--- src/design/iee_pkg.sv ---
// Shared types, constants and helpers for the infix expression evaluator.
`timescale 1ns / 1ps
`default_nettype none
package iee_pkg;

  localparam int OPERATOR_DEPTH = 32;
  localparam int VALUE_DEPTH    = 32;
  localparam int OCW = $clog2(OPERATOR_DEPTH + 1);
  localparam int OAW = $clog2(OPERATOR_DEPTH);
  localparam int VCW = $clog2(VALUE_DEPTH + 1);
  localparam int VAW = $clog2(VALUE_DEPTH);

  localparam logic [7:0] CH_POW   = 8'h5E;
  localparam logic [7:0] CH_MUL   = 8'h2A;
  localparam logic [7:0] CH_DIV   = 8'h2F;
  localparam logic [7:0] CH_ADD   = 8'h2B;
  localparam logic [7:0] CH_SUB   = 8'h2D;
  localparam logic [7:0] CH_OPEN  = 8'h28;
  localparam logic [7:0] CH_CLOSE = 8'h29;
  localparam logic [7:0] CH_ZERO  = 8'h30;
  localparam logic [7:0] CH_NINE  = 8'h39;

  typedef enum logic [2:0] {
    OP_OPEN = 3'd0,
    OP_ADD  = 3'd1,
    OP_SUB  = 3'd2,
    OP_MUL  = 3'd3,
    OP_DIV  = 3'd4,
    OP_POW  = 3'd5
  } op_t;

  typedef enum logic [2:0] {
    ERR_NONE    = 3'd0,
    ERR_UNDER   = 3'd1,
    ERR_OVER    = 3'd2,
    ERR_DIVZERO = 3'd3,
    ERR_BADCHAR = 3'd4
  } err_t;

  typedef enum logic [2:0] {
    K_DIGIT = 3'd0,
    K_OPEN  = 3'd1,
    K_CLOSE = 3'd2,
    K_OP    = 3'd3,
    K_BAD   = 3'd4
  } kind_t;

  typedef struct packed {
    logic [7:0] symbol;
    logic       last;
  } sym_t;

  typedef struct packed {
    logic signed [31:0] value;
    logic [2:0]         error_code;
  } res_t;

  typedef struct packed {
    kind_t      kind;
    op_t        op;
    logic [3:0] digit;
    logic       last;
  } cmd_t;

  typedef struct packed {
    logic        done;
    logic        dz;
    logic [31:0] value;
  } alu_res_t;

  function automatic logic [1:0] prec(input op_t op);
    logic [1:0] p;
    case (op)
      OP_POW:         p = 2'd3;
      OP_MUL, OP_DIV: p = 2'd2;
      OP_ADD, OP_SUB: p = 2'd1;
      default:        p = 2'd0;
    endcase
    return p;
  endfunction

endpackage
`default_nettype wire

--- src/design/iee_front.sv ---
// Front end: classifies characters and queues them as commands for the back end.
`timescale 1ns / 1ps
`default_nettype none
module iee_front import iee_pkg::*; (
  input  wire logic clk,
  input  wire logic rst,
  input  wire logic src_valid,
  output logic      src_stall,
  input  wire sym_t src_item,
  output logic      cmd_valid,
  output cmd_t      cmd,
  input  wire logic cmd_take
);

  cmd_t       q [2];
  logic       wp, rp;
  logic [1:0] cnt;
  cmd_t       cls;
  logic       push;

  always_comb begin
    cls.last  = src_item.last;
    cls.digit = src_item.symbol[3:0];
    cls.op    = OP_OPEN;
    cls.kind  = K_OP;
    if (src_item.symbol >= CH_ZERO && src_item.symbol <= CH_NINE) begin
      cls.kind = K_DIGIT;
    end else begin
      unique case (src_item.symbol)
        CH_OPEN:  cls.kind = K_OPEN;
        CH_CLOSE: cls.kind = K_CLOSE;
        CH_ADD:   cls.op = OP_ADD;
        CH_SUB:   cls.op = OP_SUB;
        CH_MUL:   cls.op = OP_MUL;
        CH_DIV:   cls.op = OP_DIV;
        CH_POW:   cls.op = OP_POW;
        default:  cls.kind = K_BAD;
      endcase
    end
  end

  assign src_stall = (cnt == 2'd2);
  assign push      = src_valid && !src_stall;
  assign cmd_valid = (cnt != 2'd0);
  assign cmd       = q[rp];

  always_ff @(posedge clk) begin
    if (push) q[wp] <= cls;
    if (rst) begin
      wp  <= 1'b0;
      rp  <= 1'b0;
      cnt <= 2'd0;
    end else begin
      if (push) wp <= ~wp;
      if (cmd_take && cmd_valid) rp <= ~rp;
      cnt <= cnt + 2'(push) - 2'(cmd_take && cmd_valid);
    end
  end

endmodule
`default_nettype wire

--- config.mk ---
export PLATFORM = sky130hd
export DESIGN_NAME = iee_front
export DESIGN_NICKNAME = d
export VERILOG_FILES = /design/src/design/iee_pkg.sv /design/src/design/iee_front.sv
export SDC_FILE = /design/constraint.sdc
export NUM_CORES = 1
export LEC_CHECK = 0
export BUFFER_PORTS_ARGS = -buffer_cell sky130_fd_sc_hd__buf_4
export CORE_MARGIN = 2
export CORE_UTILIZATION = 55
export CTS_BUF_LIST = sky130_fd_sc_hd__clkbuf_8
export CTS_CLUSTER_DIAMETER = 50
export DETAILED_ROUTE_END_ITERATION = 7
export PLACE_DENSITY = 0.77
export SETUP_SLACK_MARGIN = 0.3
export SLEW_MARGIN = 5
export SYNTH_ARGS = -nofsm -noshare
export SYNTH_HDL_FRONTEND = slang
export SYNTH_SLANG_ARGS = --single-unit
export TNS_END_PERCENT = 100
--- constraint.sdc ---
create_clock -name clk -period 2.03 [get_ports clk]
set_clock_uncertainty 0.15 [all_clocks]
set_input_delay 0.1015 -clock clk [delete_from_list [all_inputs] [get_ports clk]]
set_output_delay 0.1015 -clock clk [all_outputs]
set_load 0.1 [all_outputs]
---- Word level (Yosys, flattened, before mapping) ----
Memory sizes are Yosys's and may differ from the RTL's. A register that Yosys moved wholly into a read port is not among the register bits.
Index checks and enable logic that the tools add are counted.
cells by class
  muxes and demuxes ....................... 8
  $add $sub $neg .......................... 2
  magnitude comparators ................... 2
  reduce and logical (&&, ||, !) cells .... 6
  bitwise logic cells ..................... 2
  equality and inequality tests ........... 8
operator list
  operator            number
  $eq 8x6->1 const B  6
  $pmux 3 s5          1
  $pmux 3 s3          1
  $eq 8x7->1 const B  1
  $ge 8x6->1 const B  1
  $le 8x6->1 const B  1
  $mux 3              2
  $reduce_or 5->1     1
  $mux 1              4
  $logic_and 1x1->1   3
  $add 2x1->2         1
  $eq 2x2->1 const B  1
  $not 1->1           2
  $reduce_bool 2->1   1
  $sub 2x1->2         1
  $logic_not 1->1     1
word-level totals
  memory bits (writable) .................. 22
  memories kept ........................... 1
  output and inout port bits .............. 13
  flip-flop bits (word level) ............. 4
  input port bits ......................... 13
  word-level logic and storage cells ...... 32
memories
  memory  words  width  rd ports  clocked after Yosys merged registers in  wr ports  RTL line         RTL
  q       2      11     1         1                                        1         iee_front.sv:15  cmd_t q [2];

---- Depth between registers and ports, before layout ----
  word-level depth ........................ 5
  mapped depth ............................ 8
  gate-level depth less buffers ........... 8

---- Least setup slack after synthesis ----
Ideal clock, no wire load.
  path type ............................... flip-flop to flip-flop
  start ................................... reg cnt[1]
  end ..................................... reg cnt[1]
  buffers on the path ..................... 0
  cell stages (with the launch flop) ...... 9
  required time ........................... 1765 ps
  arrival time ............................ 1894 ps
  clock period less this slack ............ 2159 ps
  setup slack ............................. -129 ps
  library setup time ...................... 115 ps
  cell sequence ........................... dfxtp_1 > or2_2 > and2_1 > ha_1 > inv_1 > ha_1 > xor2_1 > xnor2_1 > nor2_1
between the ends
  elaborated cells on any way between the ends .. 7
  classes of those cells .................. add/sub: 2; eq/ne: 1; reduce/logical: 4
RTL lines
  item                    RTL line         RTL
  start, declared         iee_front.sv:17  logic [1:0] cnt;
  start signal, assigned  iee_front.sv:56  cnt <= cnt + 2'(push) - 2'(cmd_take && cmd_valid);
  $reduce_bool 2->1       iee_front.sv:44  assign cmd_valid = (cnt != 2'd0);
  net cmd_valid           iee_front.sv:10  output logic cmd_valid,
  $logic_and 1x1->1       iee_front.sv:56
  $sub 2x1->2             iee_front.sv:56
The timed path passes the listed nets, and every way through them passes these cells.
A chain may end at the register's enable or synchronous reset.

---- Worst setup path after layout ----
  start ................................... reg cnt[0]
  end ..................................... reg cnt[1]
between the ends
  longest elaborated chain between the ends .. 5
  elaborated cells on any way between the ends .. 7
  classes of those cells .................. add/sub: 2; eq/ne: 1; reduce/logical: 4
ends and longest elaborated chain
  item               RTL line         RTL
  $eq 2x2->1         iee_front.sv:42  assign src_stall = (cnt == 2'd2);
  $logic_not 1->1    iee_front.sv:43  assign push = src_valid && !src_stall;
  $logic_and 1x1->1  iee_front.sv:43
  $add 2x1->2        iee_front.sv:56
  $sub 2x1->2 (*)    iee_front.sv:56
Every way passes the cells marked *; elsewhere a longest branch is shown, timed or not.

==> flow_summary.ini <==
[run_status]
outcome = finished clean

[worst_hold_path]
worstHoldStart = src_valid
hp-class = in2reg
worstHoldPathCells = 4
whs_endpoint = wp$_SDFFE_PP0P_

[setup_path]
critical_path_class = reg2reg
r2r_slack_ns = 0.25
worstPathArrival_ns = 1.78
required_ns = 2.04
timing.rr.end = cnt[1]$_SDFF_PP0_
crit_path_end_kind = register
rr_startpoint = cnt[0]$_SDFF_PP0_
start_kind = register
r2r_cells = 8
worstPathMaxFanout = 3

[global_route]
first_global_vias = 762
grt_start_max_net_pins = 15
gr-total-overflow = 0
grt_pass1_wl_mm = 3.40
antenna_found_initial = 0
grt_use_total_pct = 18.1

[detailed_routing]
drc = 0
vias = 778
antenna_left = 0
dr.pass1.iters = 4
wl_mm = 2.09
vias_per_cell = 5.08
wire_per_inst_um = 13.7
drt_iter0_markers = 14

[timing]
finalSetupViolCount = 0
hold_viol_final = 0
period_needed_ns = 1.78
fin_crit_sh_pct = 87.6
fmax_mhz = 562
worst_slack_ns = 0.251
rsz0062_at_grt = yes
slew_viol_final = 0
hold_slack_ns = 0.136
relSlewSlack_pct = 65.8
tns_ns = 0
worst_slew_pin_slew_ns = 0.514

[synthesis]
synthCells = 90
synth_mux_area_share_pct = 10.8
yosysTopAreaCell = edfxtp_1
syn-cell-area_um2 = 1240
synth_top_family_by_area = simple AND/OR/NAND/NOR gates
synth_nets = 105
synth_simple_gate_area_share_pct = 15.1
syn_avg_cell_area_um2 = 13.8
synth_compound_area_share_pct = 4.95
synth_fa_ha_area_share_pct = 2.02
yosysTopAreaCellShare_pct = 53.3
synth_xor_area_share_pct = 3.54
ys_types = 31
ys_warn_count = 0
ys_top_cells_by_area = edfxtp_1 (53%), mux2_2 (10%), dfxtp_1 (8.1%), xnor2_1 (2.1%), a21oi_1 (2.0%)
ys_seq_area_share_pct = 61.4
ys_ff_latch = 27

[clock_network]
htree_levels = 1
clock_latency_ns = 0.26
clkSinkCount = 27
path_clk_slew_ns = 0.08
cts_root_buf = clkbuf_8
max-clock-path-buffers = 2
tritoncts = yes
numCtsBuffers = 3

[placed_design]
placed_cells = 142
place_congestion = 0.792
place_area_um2 = 1480
numPortBuffers = 25
dp_hpwl_mm = 1.52
pre_cts_ws_ns = 0.257

[pwr]
ir_drop_uv = 1140
powerDensity_nw_per_um2 = 1370
cell_internal_pwr_uw = 1170
pwr-share-comb_pct = 52.1
power_frac_clock_pct = 12.7
power_frac_seq_pct = 35.1
leakage_uw = 0.000612
p_sw_uw = 1030
netSwitchingFraction_pct = 46.8

[layout]
fin_cells = 153
final_common_cell = buf_4
layout-drive-gt1-share_pct = 45.6
mostFrequentLayoutCells = buf_4 (27), edfxtp_1 (22), mux2_2 (11), nor2_1 (6), dlygate4sd3_1 (6)
syn_to_final_growth_pct = 29.2
finish.instance_area_um2 = 1600
fin_nets = 141
antenna_cells = 0

[die]
coreArea_um2 = 2170
die_h_um = 51.5
start_util_pct = 57.1
dieArea_um2 = 2650
rows = 17
die_w_um = 51.5
io_pins = 26

[flow_run]
maxCapViolCount = 0
-- sequential cells by signal, summed over array words and instances (netlist names), named ones only --
register	flops
wp	1
rp	1
q	22
cnt	2
-- worst max-delay path: stages (launching register included) --
cell and delay (ns):
dfxtp_2 0.33, or2_4 0.24, and2_4 0.15, ha_4 0.25, inv_2 0.03, ha_2 0.16
xor2_2 0.14, xnor2_1 0.16, nor2_1 0.06
-- cells by family after synthesis --
logic type / Yosys count
buf+inv: 6
simple gates: 29
flops: 27
mux: 12
compound gates: 9
xor+xnor: 5
fa+ha+maj: 2
-- power by group through the flow --
stage / registers [uW] / logic [uW] / clock network [uW]
after floorplan: 745 / 944 / 0
after global placement: 773 / 1110 / 0
after detailed placement: 780 / 1120 / 0
after CTS: 769 / 1140 / 289
after global routing: 783 / 1200 / 312
final: 771 / 1140 / 280
-- repair_timing --
item,in CTS,in global routing
setup endpoints to repair,12,1
buffers inserted,1,0
pin swaps,2,1
resized for setup,1,2
hold buffers,6,0
hold endpoints to repair,15,0
-- layer usage --
metal  up-vias  GRT usage, %  part of all wire [%]
li1        392             -                     -
met1       359          22.2                    42
met2        25          31.4                    51
met3         2          2.63                   5.8
met4         0          7.89                   1.2
met5         -             0                     0
-- cell usage after synthesis --
library cell  number
or3b_1             1
nand3_1            1
inv_1              4
nand2b_2           1
mux2_2            11
nor3b_2            1
edfxtp_1          22
buf_2              1
ha_1               2
a21oi_1            5
and2b_2            1
or2_2              1
nand2b_1           2
o21ai_0            1
buf_4              1
nand2_1            5
xor2_1             2
a21boi_0           1
a31oi_2            1
o221a_2            1
nand3_2            1
and2_1             1
nor4_4             1
nor3_1             2
mux2i_1            1
nor2_1             6
xnor2_1            3
nor2b_1            1
dfxtp_1            5
and3_1             1
nand3b_1           3
-- worst max path at each step --
stage / from / to / slack, ns / cells past startpoint
after floorplan: cnt[0]$_SDFF_PP0_ / cnt[1]$_SDFF_PP0_ / 0.13 / 8
after global placement: cnt[0]$_SDFF_PP0_ / cnt[1]$_SDFF_PP0_ / 0.30 / 8
after detailed placement: cnt[0]$_SDFF_PP0_ / cnt[1]$_SDFF_PP0_ / 0.26 / 8
after CTS: cnt[0]$_SDFF_PP0_ / cnt[1]$_SDFF_PP0_ / 0.25 / 8
after global routing: cnt[0]$_SDFF_PP0_ / cnt[1]$_SDFF_PP0_ / 0.18 / 8
final: cnt[0]$_SDFF_PP0_ / cnt[1]$_SDFF_PP0_ / 0.25 / 8
-- metrics by stage --
step,total power [uW],utilization [%]
final,2200,73.8
after global placement,1880,68.1
after global routing,2290,73.8
after CTS,2200,73.4
after detailed placement,1900,68.1
after floorplan,1690,-
-- layout make-up --
type	instances	area [um^2]
fillers	160	569
well taps	28	35.0
multi-input cells	57	478
flip-flops and latches	27	764
clock inverters	1	3.75
clock buffers	3	41.3
inverters	4	15.0
repair buffers	33	263
(Power assumes the default switching activity.)
